File: src/hw/rtl/rgtp_pkg.sv
// Package for the rectangle grid test pattern unit.
// Holds the field widths, the color channel layout and the register index codes.
// Used by the channel interfaces and by the top level.
`timescale 1ns / 1ps
`default_nettype none

package rgtp_pkg;

	localparam int RED_BITS   = 8;
	localparam int GREEN_BITS = 8;
	localparam int BLUE_BITS  = 8;
	localparam int INDEX_BITS = 8;
	localparam int COORD_BITS = 12;

	localparam int XY_W    = 12;
	localparam int GRID_W  = 8;
	localparam int COLOR_W = 24;
	localparam int STEP_W  = 8;
	localparam int LIM_W   = XY_W + GRID_W;
	localparam int LIN_W   = 2 * GRID_W;
	localparam int CFG_IDX_W = 3;
	localparam int CFG_W     = 24;
	localparam int DIV_STAGES = GRID_W;

	localparam logic [XY_W-1:0] COORD_MASK = XY_W'((64'd1 << COORD_BITS) - 64'd1);
	localparam logic [COLOR_W-1:0] INDEX_MASK = COLOR_W'((64'd1 << INDEX_BITS) - 64'd1);

	localparam logic [CFG_IDX_W-1:0] REG_SCREEN_WIDTH  = 3'd0;
	localparam logic [CFG_IDX_W-1:0] REG_SCREEN_HEIGHT = 3'd1;
	localparam logic [CFG_IDX_W-1:0] REG_GRID_COUNT    = 3'd2;
	localparam logic [CFG_IDX_W-1:0] REG_FIRST_COLOR   = 3'd3;
	localparam logic [CFG_IDX_W-1:0] REG_COLOR_STEP    = 3'd4;
	localparam logic [CFG_IDX_W-1:0] REG_INDEXED_MODE  = 3'd5;

endpackage

`default_nettype wire

File: src/hw/rtl/rgtp_if.sv
// Request channels of the rectangle grid test pattern unit.
// One interface carries pixel coordinates, the other carries pixel colors.
// Depends on rgtp_pkg for the field widths.
`timescale 1ns / 1ps
`default_nettype none

interface rgtp_px_if;
	logic                      valid;
	logic                      ready;
	logic [rgtp_pkg::XY_W-1:0] pixel_x;
	logic [rgtp_pkg::XY_W-1:0] pixel_y;

	modport source(output valid, output pixel_x, output pixel_y, input ready);
	modport sink(input valid, input pixel_x, input pixel_y, output ready);
endinterface

interface rgtp_res_if;
	logic                         valid;
	logic                         ready;
	logic [rgtp_pkg::COLOR_W-1:0] pixel_color;
	logic                         on_screen;
	logic                         in_grid;

	modport source(output valid, output pixel_color, output on_screen, output in_grid,
		input ready);
	modport sink(input valid, input pixel_color, input on_screen, input in_grid,
		output ready);
endinterface

`default_nettype wire

File: src/hw/rtl/rectangle_grid_test_pattern_unit.sv
// Throughput: one pixel per cycle while the result side is not stalled and no cell size
// rebuild or register write is under way; the column and row come from an 8 stage
// restoring divider, one quotient bit per stage, followed by two color stages.
// Reset empties the pipeline and loads the register reset values. After reset and after
// a write to width, height or grid count, the cell size is rebuilt by a load state, the
// serial divider state and a multiply state; no pixel is taken then.
`timescale 1ns / 1ps
`default_nettype none

module rectangle_grid_test_pattern_unit (
	input  wire logic                           clk,
	input  wire logic                           arst_n,
	input  wire logic                           cfg_we,
	input  wire logic [rgtp_pkg::CFG_IDX_W-1:0] cfg_index,
	input  wire logic [rgtp_pkg::CFG_W-1:0]     cfg_data,
	rgtp_px_if.sink                             pixel,
	rgtp_res_if.source                          result
);
	import rgtp_pkg::*;

	localparam int CNT_W = $clog2(XY_W);
	localparam int GB_SHIFT = GREEN_BITS + BLUE_BITS;

	typedef enum logic [1:0] {S_LOAD, S_DIV, S_MUL, S_IDLE} seq_state_t;

	logic [XY_W-1:0]    screen_width_q;
	logic [XY_W-1:0]    screen_height_q;
	logic [GRID_W-1:0]  grid_count_q;
	logic [COLOR_W-1:0] first_color_q;
	logic [STEP_W-1:0]  color_step_q;
	logic               indexed_mode_q;

	seq_state_t         state_q;
	logic [CNT_W-1:0]   cnt_q;
	logic [XY_W-1:0]    wq_q;
	logic [XY_W-1:0]    hq_q;
	logic [GRID_W-1:0]  wr_q;
	logic [GRID_W-1:0]  hr_q;
	logic [XY_W-1:0]    cw_q;
	logic [XY_W-1:0]    ch_q;
	logic [LIM_W-1:0]   limx_q;
	logic [LIM_W-1:0]   limy_q;
	logic [GRID_W:0]    w_trial;
	logic [GRID_W:0]    h_trial;
	logic               w_ge;
	logic               h_ge;
	logic               geom_write;
	logic               cfg_idle;

	always_ff @(posedge clk or negedge arst_n) begin
		if (!arst_n) begin
			screen_width_q  <= XY_W'(1024);
			screen_height_q <= XY_W'(768);
			grid_count_q    <= GRID_W'(1);
			first_color_q   <= '0;
			color_step_q    <= STEP_W'(1);
			indexed_mode_q  <= 1'b1;
		end else if (cfg_we) begin
			case (cfg_index)
				REG_SCREEN_WIDTH:  screen_width_q  <= cfg_data[XY_W-1:0];
				REG_SCREEN_HEIGHT: screen_height_q <= cfg_data[XY_W-1:0];
				REG_GRID_COUNT:    grid_count_q    <= cfg_data[GRID_W-1:0];
				REG_FIRST_COLOR:   first_color_q   <= cfg_data[COLOR_W-1:0];
				REG_COLOR_STEP:    color_step_q    <= cfg_data[STEP_W-1:0];
				REG_INDEXED_MODE:  indexed_mode_q  <= cfg_data[0];
				default: ;
			endcase
		end
	end

	assign geom_write = cfg_we && (cfg_index == REG_SCREEN_WIDTH ||
		cfg_index == REG_SCREEN_HEIGHT || cfg_index == REG_GRID_COUNT);
	assign cfg_idle = (state_q == S_IDLE);

	always_comb begin
		w_trial = {wr_q, wq_q[XY_W-1]};
		h_trial = {hr_q, hq_q[XY_W-1]};
		w_ge = (w_trial >= {1'b0, grid_count_q});
		h_ge = (h_trial >= {1'b0, grid_count_q});
	end

	// Cell size is width / count and height / count, one quotient bit per cycle.
	always_ff @(posedge clk or negedge arst_n) begin
		if (!arst_n) begin
			state_q <= S_LOAD;
			cnt_q   <= '0;
		end else if (geom_write) begin
			state_q <= S_LOAD;
		end else begin
			case (state_q)
				S_LOAD: begin
					wq_q    <= screen_width_q;
					hq_q    <= screen_height_q;
					wr_q    <= '0;
					hr_q    <= '0;
					cnt_q   <= '0;
					state_q <= S_DIV;
				end
				S_DIV: begin
					wr_q  <= w_ge ? GRID_W'(w_trial - {1'b0, grid_count_q}) : GRID_W'(w_trial);
					hr_q  <= h_ge ? GRID_W'(h_trial - {1'b0, grid_count_q}) : GRID_W'(h_trial);
					wq_q  <= {wq_q[XY_W-2:0], w_ge};
					hq_q  <= {hq_q[XY_W-2:0], h_ge};
					cnt_q <= cnt_q + CNT_W'(1);
					if (cnt_q == CNT_W'(XY_W - 1)) begin
						state_q <= S_MUL;
					end
				end
				S_MUL: begin
					cw_q    <= wq_q;
					ch_q    <= hq_q;
					limx_q  <= LIM_W'(wq_q) * LIM_W'(grid_count_q);
					limy_q  <= LIM_W'(hq_q) * LIM_W'(grid_count_q);
					state_q <= S_IDLE;
				end
				S_IDLE: ;
				default: state_q <= S_LOAD;
			endcase
		end
	end

	// Pixel pipeline: entry stage at index 0, then one divider stage per quotient bit.
	logic                advance;
	logic                accept;
	logic [XY_W-1:0]     x_in;
	logic [XY_W-1:0]     y_in;
	logic                on_in;
	logic                grid_in;

	logic                v_sn    [DIV_STAGES+1];
	logic                on_sn   [DIV_STAGES+1];
	logic                grid_sn [DIV_STAGES+1];
	logic [XY_W-1:0]     xrem_sn [DIV_STAGES+1];
	logic [XY_W-1:0]     yrem_sn [DIV_STAGES+1];
	logic [GRID_W-1:0]   col_sn  [DIV_STAGES+1];
	logic [GRID_W-1:0]   row_sn  [DIV_STAGES+1];

	assign advance = !result.valid || result.ready;
	assign pixel.ready = advance && cfg_idle && !cfg_we;
	assign accept = pixel.valid && pixel.ready;

	always_comb begin
		x_in = pixel.pixel_x & COORD_MASK;
		y_in = pixel.pixel_y & COORD_MASK;
		on_in = (x_in < screen_width_q) && (y_in < screen_height_q);
		grid_in = on_in && (grid_count_q != '0) && (cw_q != '0) && (ch_q != '0) &&
			(LIM_W'(x_in) < limx_q) && (LIM_W'(y_in) < limy_q);
	end

	always_ff @(posedge clk or negedge arst_n) begin
		if (!arst_n) begin
			v_sn[0] <= 1'b0;
		end else if (advance) begin
			v_sn[0] <= accept;
		end
	end

	always_ff @(posedge clk) begin
		if (advance) begin
			on_sn[0]   <= on_in;
			grid_sn[0] <= grid_in;
			xrem_sn[0] <= x_in;
			yrem_sn[0] <= y_in;
			col_sn[0]  <= '0;
			row_sn[0]  <= '0;
		end
	end

	for (genvar j = 0; j < DIV_STAGES; j++) begin : g_div
		localparam int SH = DIV_STAGES - 1 - j;
		logic [LIM_W-1:0] dx;
		logic [LIM_W-1:0] dy;
		logic             gx;
		logic             gy;

		always_comb begin
			dx = LIM_W'(cw_q) << SH;
			dy = LIM_W'(ch_q) << SH;
			gx = (LIM_W'(xrem_sn[j]) >= dx);
			gy = (LIM_W'(yrem_sn[j]) >= dy);
		end

		always_ff @(posedge clk or negedge arst_n) begin
			if (!arst_n) begin
				v_sn[j+1] <= 1'b0;
			end else if (advance) begin
				v_sn[j+1] <= v_sn[j];
			end
		end

		always_ff @(posedge clk) begin
			if (advance) begin
				on_sn[j+1]   <= on_sn[j];
				grid_sn[j+1] <= grid_sn[j];
				xrem_sn[j+1] <= gx ? XY_W'(LIM_W'(xrem_sn[j]) - dx) : xrem_sn[j];
				yrem_sn[j+1] <= gy ? XY_W'(LIM_W'(yrem_sn[j]) - dy) : yrem_sn[j];
				col_sn[j+1]  <= {col_sn[j][GRID_W-2:0], gx};
				row_sn[j+1]  <= {row_sn[j][GRID_W-2:0], gy};
			end
		end
	end

	// Color stage: cell number and channel offsets, then the final color.
	logic               v_s10;
	logic               on_s10;
	logic               grid_s10;
	logic [LIN_W-1:0]   lin_s10;
	logic [LIN_W-1:0]   cs_s10;
	logic [LIN_W-1:0]   rs_s10;

	always_ff @(posedge clk or negedge arst_n) begin
		if (!arst_n) begin
			v_s10 <= 1'b0;
		end else if (advance) begin
			v_s10 <= v_sn[DIV_STAGES];
		end
	end

	always_ff @(posedge clk) begin
		if (advance) begin
			on_s10   <= on_sn[DIV_STAGES];
			grid_s10 <= grid_sn[DIV_STAGES];
			lin_s10  <= LIN_W'(row_sn[DIV_STAGES]) * LIN_W'(grid_count_q) +
				LIN_W'(col_sn[DIV_STAGES]);
			cs_s10   <= LIN_W'(col_sn[DIV_STAGES]) * LIN_W'(color_step_q);
			rs_s10   <= LIN_W'(row_sn[DIV_STAGES]) * LIN_W'(color_step_q);
		end
	end

	logic [COLOR_W-1:0]    idx_color;
	logic [RED_BITS-1:0]   red;
	logic [GREEN_BITS-1:0] green;
	logic [BLUE_BITS-1:0]  blue;
	logic [COLOR_W-1:0]    rgb_color;
	logic [COLOR_W-1:0]    color_next;

	always_comb begin
		idx_color = (first_color_q + COLOR_W'(lin_s10) * COLOR_W'(color_step_q)) & INDEX_MASK;
		red   = RED_BITS'(32'(first_color_q >> GB_SHIFT) + 32'(cs_s10));
		green = GREEN_BITS'(32'(first_color_q >> BLUE_BITS) + 32'(rs_s10));
		blue  = BLUE_BITS'(32'(first_color_q) + 32'(cs_s10) + 32'(rs_s10));
		rgb_color = COLOR_W'({red, green, blue});
		color_next = grid_s10 ? (indexed_mode_q ? idx_color : rgb_color) : '0;
	end

	always_ff @(posedge clk or negedge arst_n) begin
		if (!arst_n) begin
			result.valid <= 1'b0;
		end else if (advance) begin
			result.valid <= v_s10;
		end
	end

	always_ff @(posedge clk) begin
		if (advance) begin
			result.pixel_color <= color_next;
			result.on_screen   <= on_s10;
			result.in_grid     <= grid_s10;
		end
	end

	a_ready_needs_cell_size: assert property (@(posedge clk) disable iff (!arst_n)
		pixel.ready |-> cfg_idle)
		else $error("pixel taken while the cell size is being rebuilt");

	a_geometry_write_blocks: assert property (@(posedge clk) disable iff (!arst_n)
		geom_write |=> !pixel.ready)
		else $error("pixel taken right after a geometry write");

	a_grid_on_screen: assert property (@(posedge clk) disable iff (!arst_n)
		(result.valid && result.in_grid) |-> result.on_screen)
		else $error("grid pixel reported off screen");

	a_border_black: assert property (@(posedge clk) disable iff (!arst_n)
		(result.valid && !result.in_grid) |-> (result.pixel_color == '0))
		else $error("border or off screen pixel is not black");

endmodule

`default_nettype wire

File: src/flat_wrapper.sv
// flat-port wrapper written by rule: the top's interface ports become plain ports
module rectangle_grid_test_pattern_unit_flat import rgtp_pkg::*;
  (clk, arst_n, cfg_we, cfg_index, cfg_data, pixel_valid, pixel_pixel_x, pixel_pixel_y, pixel_ready, result_valid, result_pixel_color, result_on_screen, result_in_grid, result_ready);
  rgtp_px_if pixel_i ();
  rgtp_res_if result_i ();
  input  wire logic clk;
  input  wire logic arst_n;
  input  wire logic cfg_we;
  input  wire logic [rgtp_pkg::CFG_IDX_W-1:0] cfg_index;
  input  wire logic [rgtp_pkg::CFG_W-1:0] cfg_data;
  input wire logic [$bits(pixel_i.valid)-1:0] pixel_valid;
  input wire logic [$bits(pixel_i.pixel_x)-1:0] pixel_pixel_x;
  input wire logic [$bits(pixel_i.pixel_y)-1:0] pixel_pixel_y;
  output wire logic [$bits(pixel_i.ready)-1:0] pixel_ready;
  output wire logic [$bits(result_i.valid)-1:0] result_valid;
  output wire logic [$bits(result_i.pixel_color)-1:0] result_pixel_color;
  output wire logic [$bits(result_i.on_screen)-1:0] result_on_screen;
  output wire logic [$bits(result_i.in_grid)-1:0] result_in_grid;
  input wire logic [$bits(result_i.ready)-1:0] result_ready;
  assign pixel_i.valid = pixel_valid;
  assign pixel_i.pixel_x = pixel_pixel_x;
  assign pixel_i.pixel_y = pixel_pixel_y;
  assign pixel_ready = pixel_i.ready;
  assign result_valid = result_i.valid;
  assign result_pixel_color = result_i.pixel_color;
  assign result_on_screen = result_i.on_screen;
  assign result_in_grid = result_i.in_grid;
  assign result_i.ready = result_ready;
  rectangle_grid_test_pattern_unit u_core (.clk(clk), .arst_n(arst_n), .cfg_we(cfg_we), .cfg_index(cfg_index), .cfg_data(cfg_data), .pixel(pixel_i), .result(result_i));
endmodule
File: config.mk
export PLATFORM = sky130hd
export DESIGN_NAME = rectangle_grid_test_pattern_unit_flat
export DESIGN_NICKNAME = d
export VERILOG_FILES = /design/src/hw/rtl/rgtp_pkg.sv /design/src/hw/rtl/rgtp_if.sv /design/src/hw/rtl/rectangle_grid_test_pattern_unit.sv /design/src/flat_wrapper.sv
export SDC_FILE = /design/constraint.sdc
export NUM_CORES = 2
export LEC_CHECK = 0
export ABC_AREA = 1
export BUFFER_PORTS_ARGS = -buffer_cell sky130_fd_sc_hd__buf_2
export CAP_MARGIN = 15
export CELL_PAD_IN_SITES_DETAIL_PLACEMENT = 0
export CELL_PAD_IN_SITES_GLOBAL_PLACEMENT = 2
export CORE_MARGIN = 2
export CORE_UTILIZATION = 46
export CTS_BUF_LIST = sky130_fd_sc_hd__clkbuf_4 sky130_fd_sc_hd__clkbuf_8
export DETAILED_ROUTE_END_ITERATION = 6
export HOLD_SLACK_MARGIN = 0.1
export PLACE_DENSITY_LB_ADDON = 0.1
export SYNTH_ARGS = -nofsm -noshare
export SYNTH_HDL_FRONTEND = slang
export SYNTH_SLANG_ARGS = --single-unit
File: constraint.sdc
create_clock -name clk -period 16.6 [get_ports clk]
set_clock_uncertainty 0.15 [all_clocks]
set_input_delay 2.49 -clock clk [delete_from_list [all_inputs] [get_ports clk]]
set_output_delay 2.49 -clock clk [all_outputs]
set_load 0.1 [all_outputs]
## Yosys cells after proc, flatten, opt, wreduce, memory -nomap -nowiden

Memory sizes are Yosys's and may differ from the RTL's. A register that Yosys moved wholly into a read port is not among the register bits.
Cells that the tools add are included.

| operators by class | value |
|---|---|
| add/sub/neg operators | 25 |
| multiply operators | 6 |
| div/mod/pow operators | 0 |
| magnitude comparators | 22 |
| equal/unequal tests | 10 |
| shift operators | 0 |
| muxes and demuxes | 29 |
| bitwise gates (word level) | 2 |
| reductions and logical operators | 33 |

Operators with widths:

| operator | count |
|---|---|
| $mux W12 | 16 |
| $sub A12 B12 Y12 | 16 |
| $pmux W12 S2 | 2 |
| $add A8 B8 Y8 | 5 |
| $lt A12 B20 Y1 | 2 |
| $mul A12 B8 Y20 | 2 |
| $ge A12 B19 Y1 | 2 |
| $ge A12 B18 Y1 | 2 |
| $ge A12 B17 Y1 | 2 |
| $ge A12 B16 Y1 | 2 |
| $pmux W8 S2 | 2 |
| $ge A12 B15 Y1 | 2 |
| $ge A12 B14 Y1 | 2 |
| $ge A12 B13 Y1 | 2 |
| $ge A12 B12 Y1 | 2 |
| $lt A12 B12 Y1 | 2 |
| $mux W8 | 3 |
| $reduce_bool A12 Y1 | 2 |
| $ge A9 B8 Y1 | 2 |
| $add A16 B8 Y16 | 1 |
| $mul A16 B8 Y8 | 1 |
| $mul A8 B8 Y16 | 1 |
| $mul A8 B8 Y8 | 2 |
| $reduce_and A2 Y1 | 8 |
| other kinds (24) | 44 |

| storage, ports and cells | value |
|---|---|
| register bits | 244 |
| bits in latches | 0 |
| bits in writable memories | 378 |
| bits in read-only memories | 0 |
| input bits | 56 |
| output and inout port bits | 28 |
| logic and storage cells | 167 |
| memories | 6 |

Memories:

| name | words | width | rd ports | clocked after memory_dff | write ports | RTL line | source |
|---|---|---|---|---|---|---|---|
| u_core.xrem_sn | 9 | 12 | 8 | 0 | 9 | rectangle_grid_test_pattern_unit.sv:133 | `logic [XY_W-1:0] xrem_sn [DIV_STAGES+1];` |
| u_core.yrem_sn | 9 | 12 | 8 | 0 | 9 | rectangle_grid_test_pattern_unit.sv:134 | `logic [XY_W-1:0] yrem_sn [DIV_STAGES+1];` |
| u_core.col_sn | 9 | 8 | 9 | 0 | 9 | rectangle_grid_test_pattern_unit.sv:135 | `logic [GRID_W-1:0] col_sn [DIV_STAGES+1];` |
| u_core.row_sn | 9 | 8 | 9 | 0 | 9 | rectangle_grid_test_pattern_unit.sv:136 | `logic [GRID_W-1:0] row_sn [DIV_STAGES+1];` |
| u_core.grid_sn | 9 | 1 | 9 | 1 | 9 | rectangle_grid_test_pattern_unit.sv:132 | `logic grid_sn [DIV_STAGES+1];` |
| u_core.on_sn | 9 | 1 | 9 | 1 | 9 | rectangle_grid_test_pattern_unit.sv:131 | `logic on_sn [DIV_STAGES+1];` |

## Depth between registers and ports, before layout

| depth | value |
|---|---|
| depth after elaboration | 7 |
| mapped depth | 25 |
| mapped depth without buffers | 23 |

## Worst setup path before layout

Ideal clock, no wire load.

| timing | value |
|---|---|
| path kind | input to register |
| start | in result_ready |
| end | mem u_core.col_sn[2][0], in the netlist u_core.col_sn[0][16] (enable) |
| library setup time | 2,783 ps |
| data arrival time | 8,837 ps |
| required time | 13,667 ps |
| slack | 4,830 ps |
| stages on the path | 2 |
| path buffers | 0 |
| path through | nor2_1 -> clkinv_1 |

RTL lines:

| item | RTL line | source |
|---|---|---|
| from (decl) | flat_wrapper.sv:19 | `input wire logic [$bits(result_i.ready)-1:0] result_ready;` |
| to (decl) | rectangle_grid_test_pattern_unit.sv:135 |  |

## Final worst setup path

| timing | value |
|---|---|
| start | in result_ready |
| end | out pixel_ready |

| between the ends | value |
|---|---|
| cells in the longest elaborated chain, start to end | 3 |

RTL lines:

| item | RTL line | source |
|---|---|---|
| $logic_or A1 B1 Y1 | rectangle_grid_test_pattern_unit.sv:138 | `assign advance = !result.valid \|\| result.ready;` |
| $logic_and A1 B1 Y1 (2 in series) | rectangle_grid_test_pattern_unit.sv:139 | `assign pixel.ready = advance && cfg_idle && !cfg_we;` |
| to (decl) | flat_wrapper.sv:14 | `output wire logic [$bits(pixel_i.ready)-1:0] pixel_ready;` |

Every way passes these cells.

==> flow_summary.json <==
{
  "hold_buffers": 0,
  "post_synth_xor_area_fraction_pct": 4.26,
  "cts.sink_count": 520,
  "synth.top_cells.by_area": "sky130_fd_sc_hd__edfxtp_1, sky130_fd_sc_hd__ha_1, sky130_fd_sc_hd__fa_1",
  "run_status": "finished clean",
  "crit_path_max_delay_cell_type": "sky130_fd_sc_hd__nor2_1",
  "postSynth.topFlopCell": "sky130_fd_sc_hd__edfxtp_1",
  "cp_max_fo": 13,
  "worst_pin_slew_ns": 1.02,
  "p_int_mw": 4.62,
  "depth_of_the_worst_register_to_register_path": 16,
  "number_of_max_cap_violations": 0,
  "total_leakage_power_nw": 20.8,
  "net_switching_mw": 3.67,
  "post-cts-setup-buffers": 0,
  "end_kind": "primary output",
  "route.antenna.remaining_nets": 0,
  "power-per-cell-area_nw_per_um2": 201,
  "via_per_inst": 4.97,
  "regToRegSetupSlack_ns": 11.52,
  "area.sequential_um2": 15200,
  "postLayoutSetupSlackWorst_ns": 10.15,
  "globalRouteTotalUtil_pct": 22.3,
  "rsz0062_at_grt": "no",
  "synth_simple_gate_area_share_pct": 13.7,
  "synthesis.instances": 4022,
  "switching_share_pct": 44.2,
  "critical_path.max_stage_delay_ns": 0.76,
  "floorplan.core_area_um2": 80800,
  "drc": 0,
  "netlist.area_leader.share_pct": 35.0,
  "detail_route.first_pass.iterations": 5,
  "cts.path.max_buffers": 3,
  "path_cells": "buf_2, nor2_1, nor2_1, buf_2",
  "postSynthAreaPerCell_um2": 9.36,
  "count_of_flip_flops_with_a_built_in_enable_after_synthesis": 438,
  "dr.first_iter.drc_count": 1472,
  "final.fill_count": 7654,
  "combinationalPowerShare_pct": 51.4,
  "finalMaxSlewViolations": 0,
  "synth_fa_ha_area_share_pct": 23.3,
  "hp-class": "flop to flop",
  "via_count": 26100,
  "die_w_um": 290,
  "sum_of_negative_setup_slack_ns": 0,
  "row_count": 104,
  "cell_with_the_most_instances_after_synthesis": "sky130_fd_sc_hd__nand2_1",
  "mapped_cell_area_um2": 37600,
  "r2r-start": "u_core.grid_count_q[2]",
  "grt_first_pass_wirelength_mm": 147,
  "io_pins": 84,
  "synth-async-reset-ratio_pct": 15.8,
  "power.sequential.fraction_pct": 30.8,
  "yosys-mux-area-fraction_pct": 0.329,
  "ys_types": 66,
  "tritoncts": "yes",
  "port-buffer-count": 83,
  "detail_route.wl_per_cell_um": 17.5,
  "grt_start_max_net_pins": 166,
  "die_height_um": 290,
  "initial_utilization_pct": 46.6,
  "ys_seq_area_share_pct": 40.4,
  "syn_nets": 4654,
  "detailed_place_hpwl_mm": 67.8,
  "clock_transition_at_path_regs_ns": 0.06,
  "timing_hold_violations_final": 0,
  "place_worst_setup_slack_ns": 10.15,
  "min_from": "u_core.row_sn[0][62]",
  "crit_arrival_ns": 3.81,
  "critical_path_class": "input pin to primary output",
  "layout-drive-gt1-share_pct": 8.79,
  "period_needed_ns": 6.45,
  "fmax_mhz": 155,
  "cts_root_buf": "sky130_fd_sc_hd__clkbuf_8",
  "vdd.ir_drop.worst_mv": 0.214,
  "min_delay_path_depth": 0,
  "grt_remaining_overflow": 0,
  "synth.ff_latch_count": 520,
  "max_slew_headroom_pct": 31.8,
  "gp_routability_congestion": 0.810,
  "crit_path_start_kind": "input pin",
  "synthTopCellsByCount": "sky130_fd_sc_hd__nand2_1, sky130_fd_sc_hd__inv_1, sky130_fd_sc_hd__edfxtp_1",
  "largest_family_of_logic_cells_by_synthesized_area": "adder cells",
  "multi_input_gate_area_um2": 18800,
  "detailed_route_wire_length_mm": 91.9,
  "finalNetCount": 4736,
  "numCtsBuffers": 94,
  "total_power_mw": 8.29,
  "layout_worst_path_cycle_share_pct": 38.8,
  "post_cts.resized_instances": 0,
  "yosys_warnings": 0,
  "worst_skew_pair.late_latency_ns": 0.73,
  "synth-compound-area-share_pct": 8.32,
  "areaGrowthSynthToFinish_pct": 9.79,
  "fp.dieArea_um2": 84100,
  "synth.largest_area_cell": "sky130_fd_sc_hd__edfxtp_1",
  "initial_antenna_violation_count": 3,
  "worstPathRequired_ns": 13.96,
  "power.clock.fraction_pct": 17.8,
  "setup_viol_count_final": 0,
  "critPathLaunch": "result_ready",
  "cts_max_level": 3,
  "vias_in_the_first_global_route": 26400
}
cells by family after synthesis:
family,count (synthesis)
fa+ha+maj,576
xor+xnor,183
simple gates,1232
compound gates,555
mux,11
buf+inv,945
flops,520
per-stage QoR:
step	cells	area, um^2	utilization, %	hold WS, ns
floorplan	4022	37600	-	0.250
global placement	5068	39000	48.3	0.250
detailed placement	5068	39000	48.3	0.255
CTS	5245	41300	51.1	0.230
global route	5246	41300	51.1	0.242
finish	5246	41300	51.1	0.240
sequential cells by signal, indices dropped and copies added (netlist names), 9 cells and up:
signal                     cells
u_core.ch_q                   12
u_core.col_sn                 36
u_core.cw_q                   12
u_core.first_color_q          24
u_core.grid_sn                 9
u_core.hq_q                   12
u_core.limx_q                 20
u_core.limy_q                 20
u_core.on_sn                   9
u_core.result.pixel_color     24
u_core.row_sn                 36
u_core.screen_height_q        12
u_core.screen_width_q         12
u_core.v_sn                    9
u_core.wq_q                   12
u_core.xrem_sn                96
u_core.yrem_sn                96
path summary, 6_finish.rpt:
kind | to
worst min-delay path | u_core.row_sn[0][71]
max in group asynchronous | u_core.screen_height_q[3]
worst max register to register | u_core.limy_q[17]
worst max-delay path | pixel_ready
min in group asynchronous | u_core.first_color_q[21]
worst min register to register | u_core.row_sn[0][71]
placed cells by master (no fill, tap or decap), types with 15 or more instances in the layout:
cell	synthesis	routed
sky130_fd_sc_hd__xnor2_1	86	86
sky130_fd_sc_hd__bufinv_16	0	15
sky130_fd_sc_hd__clkinv_2	1	17
sky130_fd_sc_hd__a21oi_1	249	249
sky130_fd_sc_hd__a21oi_2	19	19
sky130_fd_sc_hd__clkbuf_4	0	22
sky130_fd_sc_hd__nor2_1	168	167
sky130_fd_sc_hd__clkbuf_8	0	107
sky130_fd_sc_hd__nand2_1	831	831
sky130_fd_sc_hd__nand4_1	40	40
sky130_fd_sc_hd__nor3_1	34	33
sky130_fd_sc_hd__fa_1	206	206
sky130_fd_sc_hd__nand3_1	91	91
sky130_fd_sc_hd__nor4_1	24	24
sky130_fd_sc_hd__buf_4	8	16
sky130_fd_sc_hd__ha_1	370	369
sky130_fd_sc_hd__inv_1	815	815
sky130_fd_sc_hd__xor2_1	97	97
sky130_fd_sc_hd__dfrtp_1	76	76
sky130_fd_sc_hd__buf_2	16	82
sky130_fd_sc_hd__edfxtp_1	438	438
sky130_fd_sc_hd__o21ai_1	25	25
sky130_fd_sc_hd__o21ai_0	177	177
power groups by stage:
stage | combinational [mW] | clock (mW) | sequential [mW]
CTS | 4.34 | 1.52 | 2.56
global placement | 4.31 | 0 | 2.58
detailed placement | 4.30 | 0 | 2.58
floorplan | 3.29 | 0 | 2.57
finish | 4.26 | 1.48 | 2.55
global route | 4.98 | 1.57 | 2.61
layout make-up:
class                      instances  area share, %
multi-input combinational       2557           45.5
sequential                       520           36.8
inverter                         832           7.59
clock buffer                     129           3.96
tap                             1060           3.21
clock inverter                    48           1.62
timing repair buffer              99           1.33
antenna                            1        0.00606
metal layers:
layer | GRT usage, % | vias to the layer above | part of all wire, %
met3 | 2.94 | 138 | 3.6
met2 | 37.5 | 395 | 47
met5 | 0 | - | 0
li1 | - | 13200 | -
met4 | 6.15 | 0 | 2.7
met1 | 30.4 | 12400 | 47
worst max-delay path, delay by kind of cell:
| kind | cells | cell delay, ns |
|---|---|---|
| AND/OR/NAND/NOR | 2 | 0.87 |
| buffers and inverters | 2 | 0.44 |
No activity file was read; power rests on OpenSTA's default activity.
